[config.mk]
export PLATFORM = sky130hd
export DESIGN_NAME = uart_register_file_with_rx_fifo_top
export DESIGN_NICKNAME = d
export VERILOG_FILES = /design/src/uart_rf_pkg.sv /design/src/uart_register_file_with_rx_fifo_top.sv
export VERILOG_INCLUDE_DIRS = /design/src /design/src/src
export SDC_FILE = /design/constraint.sdc
export NUM_CORES = 1
export LEC_CHECK = 0
export ABC_AREA = 1
export BUFFER_PORTS_ARGS = -buffer_cell sky130_fd_sc_hd__buf_2
export CORE_MARGIN = 2
export CORE_UTILIZATION = 40
export DETAILED_ROUTE_END_ITERATION = 8
export MAX_ROUTING_LAYER = met4
export SKIP_CTS_REPAIR_TIMING = 1
export SYNTH_ARGS = -nofsm -noshare
export SYNTH_HDL_FRONTEND = slang
export SYNTH_SLANG_ARGS = --single-unit
export TNS_END_PERCENT = 100
[constraint.sdc]
create_clock -name clk -period 2.4 [get_ports clk]
set_input_delay 0.48 -clock clk [delete_from_list [all_inputs] [get_ports clk]]
set_output_delay 0.48 -clock clk [all_outputs]
set_load 0.1 [all_outputs]
[src/uart_register_file_with_rx_fifo_top_defines.svh]
// Assertion macros shared by the UART register file RTL.
`ifndef UART_REGISTER_FILE_WITH_RX_FIFO_TOP_DEFINES_SVH
`define UART_REGISTER_FILE_WITH_RX_FIFO_TOP_DEFINES_SVH

// The consequent must hold in the same cycle as the antecedent.
`define UART_RF_ASSERT_SAME(label, clk, rst_n, ante, cons) \
	label: assert property (@(posedge clk) disable iff (!(rst_n)) (ante) |-> (cons)) \
		else $error("uart_rf: same-cycle check failed");

// The consequent must hold in the cycle after the antecedent.
`define UART_RF_ASSERT_NEXT(label, clk, rst_n, ante, cons) \
	label: assert property (@(posedge clk) disable iff (!(rst_n)) (ante) |=> (cons)) \
		else $error("uart_rf: next-cycle check failed");

`endif

[src/uart_rf_pkg.sv]
// Package with the types and constants of the UART register file.
`default_nettype none
package uart_rf_pkg;

	localparam int unsigned FIFO_DEPTH_DEF = 16;
	localparam int unsigned CFG_IDX_W      = 1;

	typedef enum logic [1:0] {
		CMD_READ  = 2'd0,
		CMD_WRITE = 2'd1,
		CMD_RX    = 2'd2,
		CMD_TICK  = 2'd3
	} cmd_t;

	typedef enum logic [2:0] {
		REG_RBR_THR = 3'd0,
		REG_IER     = 3'd1,
		REG_IIR_FCR = 3'd2,
		REG_LCR     = 3'd3,
		REG_MCR     = 3'd4,
		REG_LSR     = 3'd5,
		REG_MSR     = 3'd6,
		REG_SCR     = 3'd7
	} reg_addr_t;

	localparam logic [CFG_IDX_W-1:0] CFG_LSR_FIXED = 1'b0;
	localparam logic [CFG_IDX_W-1:0] CFG_MSR_VALUE = 1'b1;

	localparam logic [7:0] LSR_FIXED_RST = 8'h60;
	localparam logic [7:0] MSR_VALUE_RST = 8'hB0;

	localparam int unsigned LCR_DLAB_BIT   = 7;
	localparam int unsigned FCR_ENABLE_BIT = 0;
	localparam int unsigned FCR_RXCLR_BIT  = 1;
	localparam int unsigned FCR_TXCLR_BIT  = 2;
	localparam int unsigned IER_RX_BIT     = 0;
	localparam int unsigned IER_TX_BIT     = 1;

	localparam logic [7:0] IIR_RX_DATA   = 8'b0000_0100;
	localparam logic [7:0] IIR_THR_EMPTY = 8'b0000_0010;
	localparam logic [7:0] IIR_NONE      = 8'b0000_0001;
	localparam logic [7:0] IIR_FIFO_BITS = 8'b1100_0000;

endpackage
`default_nettype wire

[src/uart_register_file_with_rx_fifo_top.sv]
// A result appears in the output register in the cycle after its transaction is accepted.
// One transaction per cycle unless stalled; the FIFO memory has one write and one read port.
// The received-byte memory is read at the read index on every accepted transaction.
// Reset clears state registers, indices and per-entry valid bits at once; no clearing pass.
// The interrupt line reads high from the first accepted command until the first update tick.
// Register file and receive FIFO of a simplified 16550 UART.
`default_nettype none
`include "uart_register_file_with_rx_fifo_top_defines.svh"
module uart_register_file_with_rx_fifo_top #(
	parameter int unsigned FIFO_DEPTH = uart_rf_pkg::FIFO_DEPTH_DEF
) (
	input  wire logic                             clk,
	input  wire logic                             arst_n,
	input  wire logic                             cfg_we,
	input  wire logic [uart_rf_pkg::CFG_IDX_W-1:0] cfg_index,
	input  wire logic [7:0]                       cfg_data,
	input  wire logic                             in_valid,
	output logic                                  in_stall,
	input  wire logic [1:0]                       cmd,
	input  wire logic [2:0]                       addr,
	input  wire logic [7:0]                       data_in,
	output logic                                  out_valid,
	input  wire logic                             out_stall,
	output logic [7:0]                            rdata,
	output logic                                  tx_valid,
	output logic [7:0]                            tx_byte,
	output logic                                  irq,
	output logic                                  error
);

	localparam int unsigned PW = (FIFO_DEPTH > 1) ? $clog2(FIFO_DEPTH) : 1;
	localparam int unsigned CW = $clog2(FIFO_DEPTH + 1);
	localparam logic [PW-1:0] LAST_IDX = PW'(FIFO_DEPTH - 1);
	localparam logic [CW-1:0] DEPTH_C  = CW'(FIFO_DEPTH);

	// Configuration registers.
	logic [7:0] lsr_fixed_q, msr_value_q;

	// Architectural registers.
	logic [7:0] dll_q, dlm_q, lcr_q, mcr_q, scr_q, ier_q, fcr_q, iir_q;
	logic       thr_empty_q;
	logic [PW-1:0] head_q, tail_q;
	logic [CW-1:0] count_q;

	logic [7:0] dll_d, dlm_d, lcr_d, mcr_d, scr_d, ier_d, fcr_d, iir_d;
	logic       thr_empty_d;
	logic [PW-1:0] head_d, tail_d;
	logic [CW-1:0] count_d;

	// Receive FIFO memory with per-entry valid bits.
	logic [7:0] rx_mem [FIFO_DEPTH];
	logic [FIFO_DEPTH-1:0] rx_vld_q;
	logic       push;

	// Result stage.
	logic [7:0] rdata_s1, rd_data_s1, tx_byte_s1;
	logic       pop_s1, rd_vld_s1, tx_valid_s1, irq_s1, error_s1;
	logic [7:0] rdata_c, tx_byte_c;
	logic       pop_c, tx_valid_c, error_c;

	logic acc;
	logic dlab;
	logic rx_int, tx_int;
	uart_rf_pkg::cmd_t      cmd_c;
	uart_rf_pkg::reg_addr_t addr_c;

	assign in_stall = out_valid && out_stall;
	assign acc      = in_valid && !in_stall;
	assign dlab     = lcr_q[uart_rf_pkg::LCR_DLAB_BIT];
	assign cmd_c    = uart_rf_pkg::cmd_t'(cmd);
	assign addr_c   = uart_rf_pkg::reg_addr_t'(addr);
	assign push     = acc && (cmd_c == uart_rf_pkg::CMD_RX);

	always_comb begin
		dll_d       = dll_q;
		dlm_d       = dlm_q;
		lcr_d       = lcr_q;
		mcr_d       = mcr_q;
		scr_d       = scr_q;
		ier_d       = ier_q;
		fcr_d       = fcr_q;
		iir_d       = iir_q;
		thr_empty_d = thr_empty_q;
		head_d      = head_q;
		tail_d      = tail_q;
		count_d     = count_q;
		rdata_c     = 8'h00;
		pop_c       = 1'b0;
		tx_valid_c  = 1'b0;
		tx_byte_c   = 8'h00;
		error_c     = 1'b0;
		rx_int      = 1'b0;
		tx_int      = 1'b0;
		unique case (cmd_c)
			uart_rf_pkg::CMD_READ: begin
				unique case (addr_c)
					uart_rf_pkg::REG_RBR_THR: begin
						if (dlab) begin
							rdata_c = dll_q;
						end else begin
							// The byte comes from the registered memory read port in the next cycle.
							pop_c = 1'b1;
							if (count_q != '0) begin
								head_d  = (head_q == LAST_IDX) ? '0 : head_q + 1'b1;
								count_d = count_q - 1'b1;
							end
						end
					end
					uart_rf_pkg::REG_IER:     rdata_c = dlab ? dlm_q : ier_q;
					uart_rf_pkg::REG_IIR_FCR: begin
						rdata_c     = iir_q;
						thr_empty_d = 1'b0;
					end
					uart_rf_pkg::REG_LCR:     rdata_c = lcr_q;
					uart_rf_pkg::REG_MCR:     rdata_c = mcr_q;
					uart_rf_pkg::REG_LSR:     rdata_c = lsr_fixed_q | {7'd0, count_q != '0};
					uart_rf_pkg::REG_MSR:     rdata_c = msr_value_q;
					uart_rf_pkg::REG_SCR:     rdata_c = scr_q;
					default:                  rdata_c = 8'h00;
				endcase
			end
			uart_rf_pkg::CMD_WRITE: begin
				unique case (addr_c)
					uart_rf_pkg::REG_RBR_THR: begin
						if (dlab) begin
							dll_d = data_in;
						end else begin
							tx_valid_c  = 1'b1;
							tx_byte_c   = data_in;
							thr_empty_d = 1'b1;
						end
					end
					uart_rf_pkg::REG_IER: begin
						if (dlab) begin
							dlm_d = data_in;
						end else begin
							ier_d = data_in;
						end
					end
					uart_rf_pkg::REG_IIR_FCR: fcr_d = data_in;
					uart_rf_pkg::REG_LCR:     lcr_d = data_in;
					uart_rf_pkg::REG_MCR:     mcr_d = data_in;
					uart_rf_pkg::REG_SCR:     scr_d = data_in;
					default:                  error_c = 1'b1;
				endcase
			end
			uart_rf_pkg::CMD_RX: begin
				tail_d = (tail_q == LAST_IDX) ? '0 : tail_q + 1'b1;
				if (count_q < DEPTH_C) begin
					count_d = count_q + 1'b1;
				end else begin
					// Full: the new byte replaces the oldest one.
					head_d = (head_q == LAST_IDX) ? '0 : head_q + 1'b1;
				end
			end
			uart_rf_pkg::CMD_TICK: begin
				fcr_d[uart_rf_pkg::FCR_TXCLR_BIT] = 1'b0;
				if (fcr_q[uart_rf_pkg::FCR_RXCLR_BIT]) begin
					head_d = tail_q;
					count_d = '0;
					fcr_d[uart_rf_pkg::FCR_RXCLR_BIT] = 1'b0;
				end
				rx_int = (count_d != '0) && ier_q[uart_rf_pkg::IER_RX_BIT];
				tx_int = thr_empty_q && ier_q[uart_rf_pkg::IER_TX_BIT];
				if (rx_int) begin
					iir_d = uart_rf_pkg::IIR_RX_DATA;
				end else if (tx_int) begin
					iir_d = uart_rf_pkg::IIR_THR_EMPTY;
				end else begin
					iir_d = uart_rf_pkg::IIR_NONE;
				end
				if (fcr_q[uart_rf_pkg::FCR_ENABLE_BIT]) begin
					iir_d = iir_d | uart_rf_pkg::IIR_FIFO_BITS;
				end
			end
			default: rdata_c = 8'h00;
		endcase
	end

	always_ff @(posedge clk or negedge arst_n) begin
		if (!arst_n) begin
			lsr_fixed_q <= uart_rf_pkg::LSR_FIXED_RST;
			msr_value_q <= uart_rf_pkg::MSR_VALUE_RST;
		end else if (cfg_we) begin
			if (cfg_index == uart_rf_pkg::CFG_LSR_FIXED) begin
				lsr_fixed_q <= cfg_data;
			end
			if (cfg_index == uart_rf_pkg::CFG_MSR_VALUE) begin
				msr_value_q <= cfg_data;
			end
		end
	end

	always_ff @(posedge clk or negedge arst_n) begin
		if (!arst_n) begin
			dll_q       <= '0;
			dlm_q       <= '0;
			lcr_q       <= '0;
			mcr_q       <= '0;
			scr_q       <= '0;
			ier_q       <= '0;
			fcr_q       <= '0;
			iir_q       <= '0;
			thr_empty_q <= 1'b0;
			head_q      <= '0;
			tail_q      <= '0;
			count_q     <= '0;
			rx_vld_q    <= '0;
		end else if (acc) begin
			dll_q       <= dll_d;
			dlm_q       <= dlm_d;
			lcr_q       <= lcr_d;
			mcr_q       <= mcr_d;
			scr_q       <= scr_d;
			ier_q       <= ier_d;
			fcr_q       <= fcr_d;
			iir_q       <= iir_d;
			thr_empty_q <= thr_empty_d;
			head_q      <= head_d;
			tail_q      <= tail_d;
			count_q     <= count_d;
			if (push) begin
				rx_vld_q[tail_q] <= 1'b1;
			end
		end
	end

	// FIFO memory: one write port at the write index, one registered read port at the read index.
	always_ff @(posedge clk) begin
		if (push) begin
			rx_mem[tail_q] <= data_in;
		end
	end

	always_ff @(posedge clk) begin
		if (acc) begin
			rd_data_s1 <= rx_mem[head_q];
			rd_vld_s1  <= rx_vld_q[head_q];
		end
	end

	always_ff @(posedge clk or negedge arst_n) begin
		if (!arst_n) begin
			out_valid <= 1'b0;
		end else if (acc) begin
			out_valid <= 1'b1;
		end else if (!out_stall) begin
			out_valid <= 1'b0;
		end
	end

	always_ff @(posedge clk) begin
		if (acc) begin
			rdata_s1    <= rdata_c;
			pop_s1      <= pop_c;
			tx_valid_s1 <= tx_valid_c;
			tx_byte_s1  <= tx_byte_c;
			irq_s1      <= !iir_d[0];
			error_s1    <= error_c;
		end
	end

	// An entry that was never written reads as zero.
	assign rdata    = pop_s1 ? (rd_vld_s1 ? rd_data_s1 : 8'h00) : rdata_s1;
	assign tx_valid = tx_valid_s1;
	assign tx_byte  = tx_byte_s1;
	assign irq      = irq_s1;
	assign error    = error_s1;

	`UART_RF_ASSERT_SAME(a_tx_excl, clk, arst_n, out_valid && tx_valid, !error && (rdata == 8'h00))
	`UART_RF_ASSERT_NEXT(a_thr_send, clk, arst_n, acc && (cmd == uart_rf_pkg::CMD_WRITE) && (addr == uart_rf_pkg::REG_RBR_THR) && !dlab, out_valid && tx_valid && thr_empty_q)
	`UART_RF_ASSERT_NEXT(a_push_count, clk, arst_n, push && (count_q < DEPTH_C), count_q == $past(count_q) + 1'b1)

endmodule
`default_nettype wire
# --- After elaboration in Yosys (flattened, before gate mapping) ---
# Memory sizes are Yosys's and may differ from the RTL's. A register that Yosys moved wholly into a read port is not among the register bits.
# Cells that the tools add are included.
word_totals:
  ff_bits: 126
  ramBits: 128
  output_inout_bits: 21
  elab_cells: 137
  memories: 1
memory_table:
  columns: ["memory", "words", "word_bits", "read_ports", "rd_ports_with_merged_regs", "write_ports", "line", "rtl"]
  rows:
  - ["rx_mem", 16, 8, 1, 1, 1, "uart_register_file_with_rx_fifo_top.sv:51", "logic [7:0] rx_mem [FIFO_DEPTH];"]
classes:
  n_addsub: 4
  n_lt_le_gt_ge: 4
  eq_ne: 23
  n_mux: 41
  n_bitwise: 6
  reduce_logical: 33
ops:
  columns: ["op", "n"]
  rows:
  - ["case mux 8 bit (8 select lines)", 1]
  - ["two-way mux 8 bit", 5]
  - ["two-way mux 5 bit", 6]
  - ["two-way mux 4 bit", 7]
  - ["bitwise OR 16 bit", 1]
  - ["case mux 5 bit (3 select lines)", 1]
  - ["AND reduction 3 bit", 5]
  - ["inequality test 2 bit, second input constant", 7]
  - ["two-way mux 1 bit", 13]
  - ["== test 3 bit, second input constant", 4]
  - ["case mux 4 bit (3 select lines)", 1]
  - ["AND reduction 4 bit", 3]
  - ["less-than comparator 4 x 5 -> 1 bit, second input constant", 2]
  - ["AND reduction 2 bit", 5]
  - ["nonzero test 5 bit", 2]
  - ["adder 4 x 1 -> 4 bit, second input constant", 2]
  - ["== test 4 bit, second input constant", 2]
  - ["inequality test 2 x 1 -> 1 bit, second input constant", 4]
  - ["bitwise OR 8 x 1 -> 8 bit", 1]
  - ["AND reduction 7 bit", 1]
  - ["== test 3 x 2 -> 1 bit, second input constant", 2]
  - ["logical AND 1 bit", 6]
  - ["AND reduction 6 bit", 1]
  - ["OR reduction 6 bit", 1]
  - ["20 further kinds", 28]

# --- Longest topological paths before layout ---
# Gate-level depths: netlist of run 1.
logic_depth:
  depth_word: 8
  depth_mapped: 11
  ltp_nobuf: 11

# --- Worst setup path after synthesis of run 1 ---
# OpenSTA, ideal clock, no wires.
synth_path:
  path_type: "register -> output"
  from: "register pop_s1"
  to: "output rdata[0]"
  arrival_time_ns: 2.778
  required_ns: 1.920
  slack_ns: -0.858
  stages_incl_launch_ff: 3
  cell_sequence: "edfxtp_1 -> clkbuf_1 -> o21ai_0"
synth_via:
  elab_chain_cells: 1
synth_rtl:
  columns: ["item", "line", "rtl"]
  rows:
  - ["from (decl)", "uart_register_file_with_rx_fifo_top.sv:57", "logic pop_s1, rd_vld_s1, tx_valid_s1, irq_s1, error_s1;"]
  - ["from (signal assigned)", "uart_register_file_with_rx_fifo_top.sv:255", "pop_s1 <= pop_c;"]
  - ["two-way mux 8 bit", "uart_register_file_with_rx_fifo_top.sv:264", "assign rdata = pop_s1 ? (rd_vld_s1 ? rd_data_s1 : 8'h00) : rdata_s1;"]
  - ["to (decl)", "uart_register_file_with_rx_fifo_top.sv:24", "output logic [7:0] rdata,"]
# No other way between the ends.

# --- Worst setup path after layout of run 1 ---
layout_path:
  from: "register pop_s1"
  to: "output rdata[7]"
# The elaborated chain is that of the path after synthesis.

==> flow_metrics.py, run 1 <==
metrics = {
    "run_status": {
        "status": "finished, final reports clean",
    },
    "sta": {
        "max_freq_mhz": 440,
        "final.period_utilization_pct": 94.7,
        "fin_setup_tns_ps": 0,
        "hold_viol_final": 0,
        "rsz0062_at_grt": "false",
        "finalMaxSlewViolations": 0,
        "relSlewSlack_pct": 61.2,
        "setup_viol": 0,
        "worstMarginPinSlew_ps": 581,
        "fin_crit_ps": 2270,
        "finalClockSkew_ps": 14.3,
    },
    "yosys": {
        "syn-cell-area_um2": 11200,
        "ys_ff_latch": 258,
        "async_flop_share_pct": 39.1,
        "syn-num-nets": 1135,
        "synthMuxAreaShare_pct": 0.0891,
        "synth_cells": 1097,
        "synth-edff-count": 157,
        "yosys.area_share.simple_pct": 18.4,
        "synth-xor-area-share_pct": 0.0780,
        "synthDistinctLibCells": 37,
        "synth_compound_gate_area_share_pct": 10.7,
        "synthAdderAreaFrac_pct": 1.29,
        "synth_top_family_by_area": "simple AND/OR/NAND/NOR gates",
        "synth-seq-area-share_pct": 64.5,
        "ys.flop_type": "edfxtp_1",
        "syn_avg_cell_area_um2": 10.2,
        "ys_warn_count": 0,
    },
    "routing": {
        "vias": 7929,
        "ant_nets": 0,
        "via_per_inst": 5.02,
        "post_drt_wl_per_cell_um": 17.9,
        "drc": 0,
        "drt_iter0_markers": 513,
        "dr.pass1.iters": 5,
        "wirelength_mm": 28.3,
    },
    "pwr": {
        "clkPwrFrac_pct": 31.5,
        "pwr-share-seq_pct": 41.9,
        "swShare_pct": 34.2,
        "power_switching_mw": 4.61,
        "comb_power_share_pct": 26.6,
        "power.density_nw_per_um2": 1040,
        "p_leak_nw": 5.51,
        "power.internal_mw": 8.89,
        "ir_worst_vdd_v": 0.000562,
    },
    "floorplanning": {
        "rows": 61,
        "die_h_um": 172,
        "die_w_um": 172,
        "start_util_pct": 40.5,
        "die_area_um2": 29400,
        "core_um2": 27700,
        "io_pins": 48,
    },
    "clocking": {
        "cts_sinks": 258,
        "cts_root_buf": "clkbuf_16",
        "clkTransAtPathRegs_ps": 60,
        "clockBufferDepth": 3,
        "cts_inserted_buffers": 28,
        "clkLatencyLatePin_ps": 540,
        "cts_tree": "yes",
        "cts_max_level": 1,
    },
    "cells_and_area": {
        "fillerInstances": 2638,
        "final_cell_mix": "nand2_1 (281), edfxtp_1 (157), o21ai_0 (142)",
        "reg_top3": "rx_mem x128, rx_vld_q x16",
        "post-route-util_pct": 46.9,
        "drive_above_1_share_pct": 15.0,
        "regMostFlops": "rx_mem",
        "largest_register_ffs": 128,
        "multi_input_area_um2": 3430,
        "areaGrowthSynthToFinish_pct": 15.8,
        "area.sequential_um2": 7250,
        "diodes": 0,
        "final_common_cell": "nand2_1",
        "nNetsFinal": 1219,
    },
    "global_routing": {
        "grt_pass1_vias": 7649,
        "grt_first_pass_wirelength_mm": 43.8,
        "antenna_found_initial": 0,
        "grt_usage_pct": 20.2,
        "grt_overflow": 0,
        "grt_max_degree": 53,
    },
    "run": {
        "cap_violations": 0,
    },
    "place": {
        "hpwl_mm": 19.4,
        "gp_congestion": 0.862,
        "numPortBuffers": 47,
    },
    "min_path": {
        "hp-class": "primary input to register",
        "hold_depth": 3,
    },
    "setup_path": {
        "worstSetupEndpointType": "output port",
        "required_ps": 1920,
        "cp_max_fo": 14,
        "crit_type": "register to output port",
        "reg2reg_slack_ps": 390,
        "crit_arrival_ps": 1790,
        "ff2ff_path_depth": 8,
        "cp-start-kind": "register",
    },
}
[per-stage QoR]
step | cell area, µm² | cells | power (mW) | setup WS, ps | hold slack (ps)
2_1_floorplan | 11200 | 1097 | 8.06 | -123 | 184
3_3_place_gp | 12100 | 1526 | 9.29 | 378 | 402
3_5_place_dp | 12100 | 1526 | 9.33 | 334 | 394
4_1_cts | 13000 | 1578 | 13.6 | 12.3 | -183
5_1_grt | 13000 | 1581 | 14.2 | 64.9 | 199
6_report | 13000 | 1581 | 13.5 | 128 | 163
[cell families after synthesis]
group                      Yosys count
adders and majority gates           11
DFF                                258
muxes                                1
AOI/OAI and AO/OA                  230
buffers and inverters              125
and+or+nand+nor                    471
xor gates and xnor gates             1
[power groups by stage]
stage                     logic (mW)  registers [mW]  clock network, mW
after global placement          3.57            5.72                  0
after global routing            4.00            5.72               4.49
after floorplan                 2.40            5.66                  0
after detailed placement        3.60            5.73                  0
after CTS                       3.61            5.65               4.33
final                           3.59            5.65               4.25
[worst paths after layout]
path / start / endpoint
max in group asynchronous: arst_n / head_q[0]
min: cfg_data[5] / lsr_fixed_q[5]
min in group asynchronous: arst_n / rx_vld_q[7]
min reg2reg: rx_vld_q[1] / rx_vld_q[1]
max: pop_s1 / rdata[7]
max reg2reg: head_q[0] / rd_data_s1[7]
[synthesized netlist by cell type (all sizes together) (4+ instances only)]
library cell / n / area share, %
nand2: 287 / 9.9
nor3: 4 / 0.18
nand4: 9 / 0.50
edfxtp: 157 / 42
ha: 10 / 1.1
or2: 13 / 0.72
buf: 24 / 1.5
dfstp: 5 / 1.2
dfrtp: 96 / 21
a21oi: 49 / 2.2
nor2: 96 / 3.9
inv: 84 / 2.8
o22ai: 12 / 0.67
o21ai: 165 / 7.6
clkbuf: 17 / 0.57
nand3: 59 / 2.9
[routing by layer]
| layer | GRT usage, % | up-vias | routed length [µm] |
|---|---|---|---|
| met5 | - | - | 0 |
| met4 | 5.42 | 0 | 680 |
| met3 | 1.77 | 34 | 999 |
| met2 | 33.5 | 203 | 13800 |
| met1 | 26.9 | 3818 | 12800 |
| li1 | - | 3874 | - |
[final cells by class]
class | count | area share, %
multi-input combinational | 714 | 26.4
clock buffer | 39 | 5.87
inverter | 84 | 2.45
sequential | 258 | 55.7
tap | 378 | 3.64
timing repair buffer | 95 | 4.81
clock inverter | 13 | 1.10
[worst max-delay path: stages (launching register included)]
cell and delay (ps):
edfxtp_1 350, buf_4 180, buf_4 150, o21ai_1 130
buf_2 440
No activity file was read; power rests on OpenSTA's default activity.
==> run 2, diff against run 1 <==
--- a/config.mk
+++ b/config.mk
@@ -6,7 +6,6 @@
 export SDC_FILE = /design/constraint.sdc
 export NUM_CORES = 1
 export LEC_CHECK = 0
-export ABC_AREA = 1
 export BUFFER_PORTS_ARGS = -buffer_cell sky130_fd_sc_hd__buf_2
 export CORE_MARGIN = 2
 export CORE_UTILIZATION = 40
==> run 2 against run 1 <==
Against the previous run: critical path type unchanged; cell count is 25% lower; flip-flop and latch count unchanged; clock power rose by 6.8%; area after synthesis shrank 1.6%; hold slack worse by 13 ps.
==> flow_metrics.py, run 2 <==
metrics = {
    "yosys": {
        "synth_common_cells": "edfxtp_1 (157), dfrtp_1 (96), mux2_2 (74)",
        "synth_top_area_cell": "edfxtp_1",
        "syn-num-nets": 774,
        "syn-cell-area_um2": 11100,
        "ys_ff_latch": 258,
        "ys.flop_type": "edfxtp_1",
        "syn_avg_cell_area_um2": 15.0,
        "synthDistinctLibCells": 61,
        "synth_most_common_cell": "edfxtp_1",
        "async_flop_share_pct": 39.1,
        "synth-seq-area-share_pct": 65.6,
        "synth_area_leaders": "edfxtp_1 (43%), dfrtp_1 (22%), mux2_2 (7.5%)",
        "synth-edff-count": 157,
        "ys_warn_count": 0,
        "netlist.area_leader.share_pct": 42.6,
        "synth_cells": 736,
    },
    "routing": {
        "ant_nets": 0,
        "via_per_inst": 5.63,
        "drc": 0,
        "routed-wl-met3_mm": 1.07,
        "post_drt_wl_per_cell_um": 21.3,
        "vias": 6649,
        "drt_iter0_markers": 449,
        "dr.pass1.iters": 5,
        "wl_met2_mm": 12.6,
        "top_layer_used": "met4",
        "m1WireLength_mm": 11.1,
        "wirelength_mm": 25.2,
    },
    "clocking": {
        "clockBufferDepth": 3,
        "cts_max_level": 1,
        "cts_root_buf": "clkbuf_16",
        "cts_tree": "yes",
        "clkLatencyLatePin_ps": 550,
        "clkTransAtPathRegs_ps": 60,
        "cts_inserted_buffers": 27,
        "cts_sinks": 258,
    },
    "global_routing": {
        "antenna_found_initial": 0,
        "grt_usage_pct": 18.3,
        "grt_max_degree": 47,
        "grt_first_pass_wirelength_mm": 39.6,
        "grt_overflow": 0,
        "grt_pass1_vias": 6944,
    },
    "setup_path": {
        "crit_arrival_ps": 1800,
        "required_ps": 1920,
        "reg2reg_slack_ps": 440,
        "cp_max_fo": 6,
        "crit_type": "register to output port",
        "worstSetupEndpointType": "output port",
        "cp-start-kind": "register",
    },
    "sta": {
        "finalMaxSlewViolations": 0,
        "fin_hold_ws_ps": 150,
        "relSlewSlack_pct": 46.2,
        "max_freq_mhz": 438,
        "worstMarginPinSlew_ps": 805,
        "hold_viol_final": 0,
        "fin_crit_ps": 2280,
        "finalClockSkew_ps": 12.0,
        "final.period_utilization_pct": 95.0,
        "setup_viol": 0,
        "rsz0062_at_grt": "false",
        "worst_slack_ps": 119,
        "fin_setup_tns_ps": 0,
    },
    "place": {
        "hpwl_mm": 17.1,
        "dpl-instance-area_um2": 12000,
        "dpl.cell_count": 1129,
        "numPortBuffers": 47,
        "gp_congestion": 0.861,
        "place_worst_setup_slack_ps": 217,
    },
    "floorplanning": {
        "start_util_pct": 40.9,
        "rows": 60,
        "die_w_um": 170,
        "io_pins": 48,
        "die_area_um2": 29000,
        "core_um2": 27000,
        "die_h_um": 170,
    },
    "pwr": {
        "clkPwrFrac_pct": 33.4,
        "comb_power_share_pct": 24.3,
        "pwr-share-seq_pct": 42.2,
        "swShare_pct": 30.1,
        "ir_worst_vdd_v": 0.000615,
        "p_leak_nw": 5.07,
        "power.density_nw_per_um2": 1050,
        "power.internal_mw": 9.48,
        "fin_total_pwr_mw": 13.6,
        "power_switching_mw": 4.09,
    },
    "cells_and_area": {
        "post-route-util_pct": 48.1,
        "stdcell_area_um2": 13000,
        "reg_top3": "rx_mem x128, rx_vld_q x16",
        "regMostFlops": "rx_mem",
        "final_cell_mix": "edfxtp_1 (157), dfrtp_1 (94), mux2_2 (74)",
        "diodes": 0,
        "areaGrowthSynthToFinish_pct": 17.4,
        "drive_above_1_share_pct": 30.8,
        "final_cells": 1181,
        "fillerInstances": 2323,
        "nNetsFinal": 857,
        "final_common_cell": "edfxtp_1",
        "largest_register_ffs": 128,
    },
    "run_status": {
        "status": "finished, final reports clean",
    },
    "run": {
        "cap_violations": 0,
    },
    "min_path": {
        "hp-class": "primary input to register",
    },
}
-- run 2: cell count changes after synthesis, sizes merged, moves of 47 or more --
cell	change
nor2	-70
nand2	-251
mux2i	+47
inv	-67
nand3	-50
o21ai	-136
mux2	+76
-- run 2: kinds of logic after synthesis --
logic type / share of synthesized area [%]
AOI/OAI and AO/OA: 8.16
xor gates and xnor gates: 0.238
adders and majority gates: 1.31
buffers and inverters: 2.29
DFF: 65.6
muxes: 16.2
and+or+nand+nor: 6.29
-- run 2: worst paths after layout --
| kind | from | endpoint | depth (start not counted) |
|---|---|---|---|
| hold / removal | in_valid | out_valid | 2 |
| setup reg to reg | head_q[0] | rd_data_s1[3] | 5 |
| setup / recovery | pop_s1 | rdata[2] | 3 |
| hold reg to reg | rx_vld_q[3] | rx_vld_q[3] | 1 |
| min in group asynchronous | arst_n | lsr_fixed_q[7] | 2 |
| max in group asynchronous | arst_n | head_q[0] | 3 |
-- run 2: worst max-delay path: stages (launching register included) --
cell and delay [ps]:
edfxtp_1 440, buf_4 180, o21ai_0 270, buf_4 350
-- run 2: final cells by class --
cell class	instances	area, µm²	area share (%)
clock buffers	30	697	5.37
clock inverters	20	284	2.19
inverters	17	63.8	0.491
multi-input cells	418	3570	27.5
flip-flops and latches	258	7250	55.9
well taps	341	427	3.29
repair buffers	97	694	5.35
-- run 2: power groups by stage --
| stage | logic, mW | registers, mW | clock network [mW] |
|---|---|---|---|
| floorplan | 2.39 | 5.60 | 0 |
| global placement | 3.23 | 5.81 | 0 |
| detailed placement | 3.30 | 5.82 | 0 |
| CTS | 3.32 | 5.74 | 4.62 |
| global route | 3.57 | 5.81 | 4.79 |
| finish | 3.30 | 5.73 | 4.54 |
-- run 2: layer usage --
layer / up-vias / global-route usage, %
met2: 159 / 30.6
met3: 43 / 2.40
met5: - / -
met4: 0 / 3.75
li1: 2991 / -
met1: 3456 / 24.0
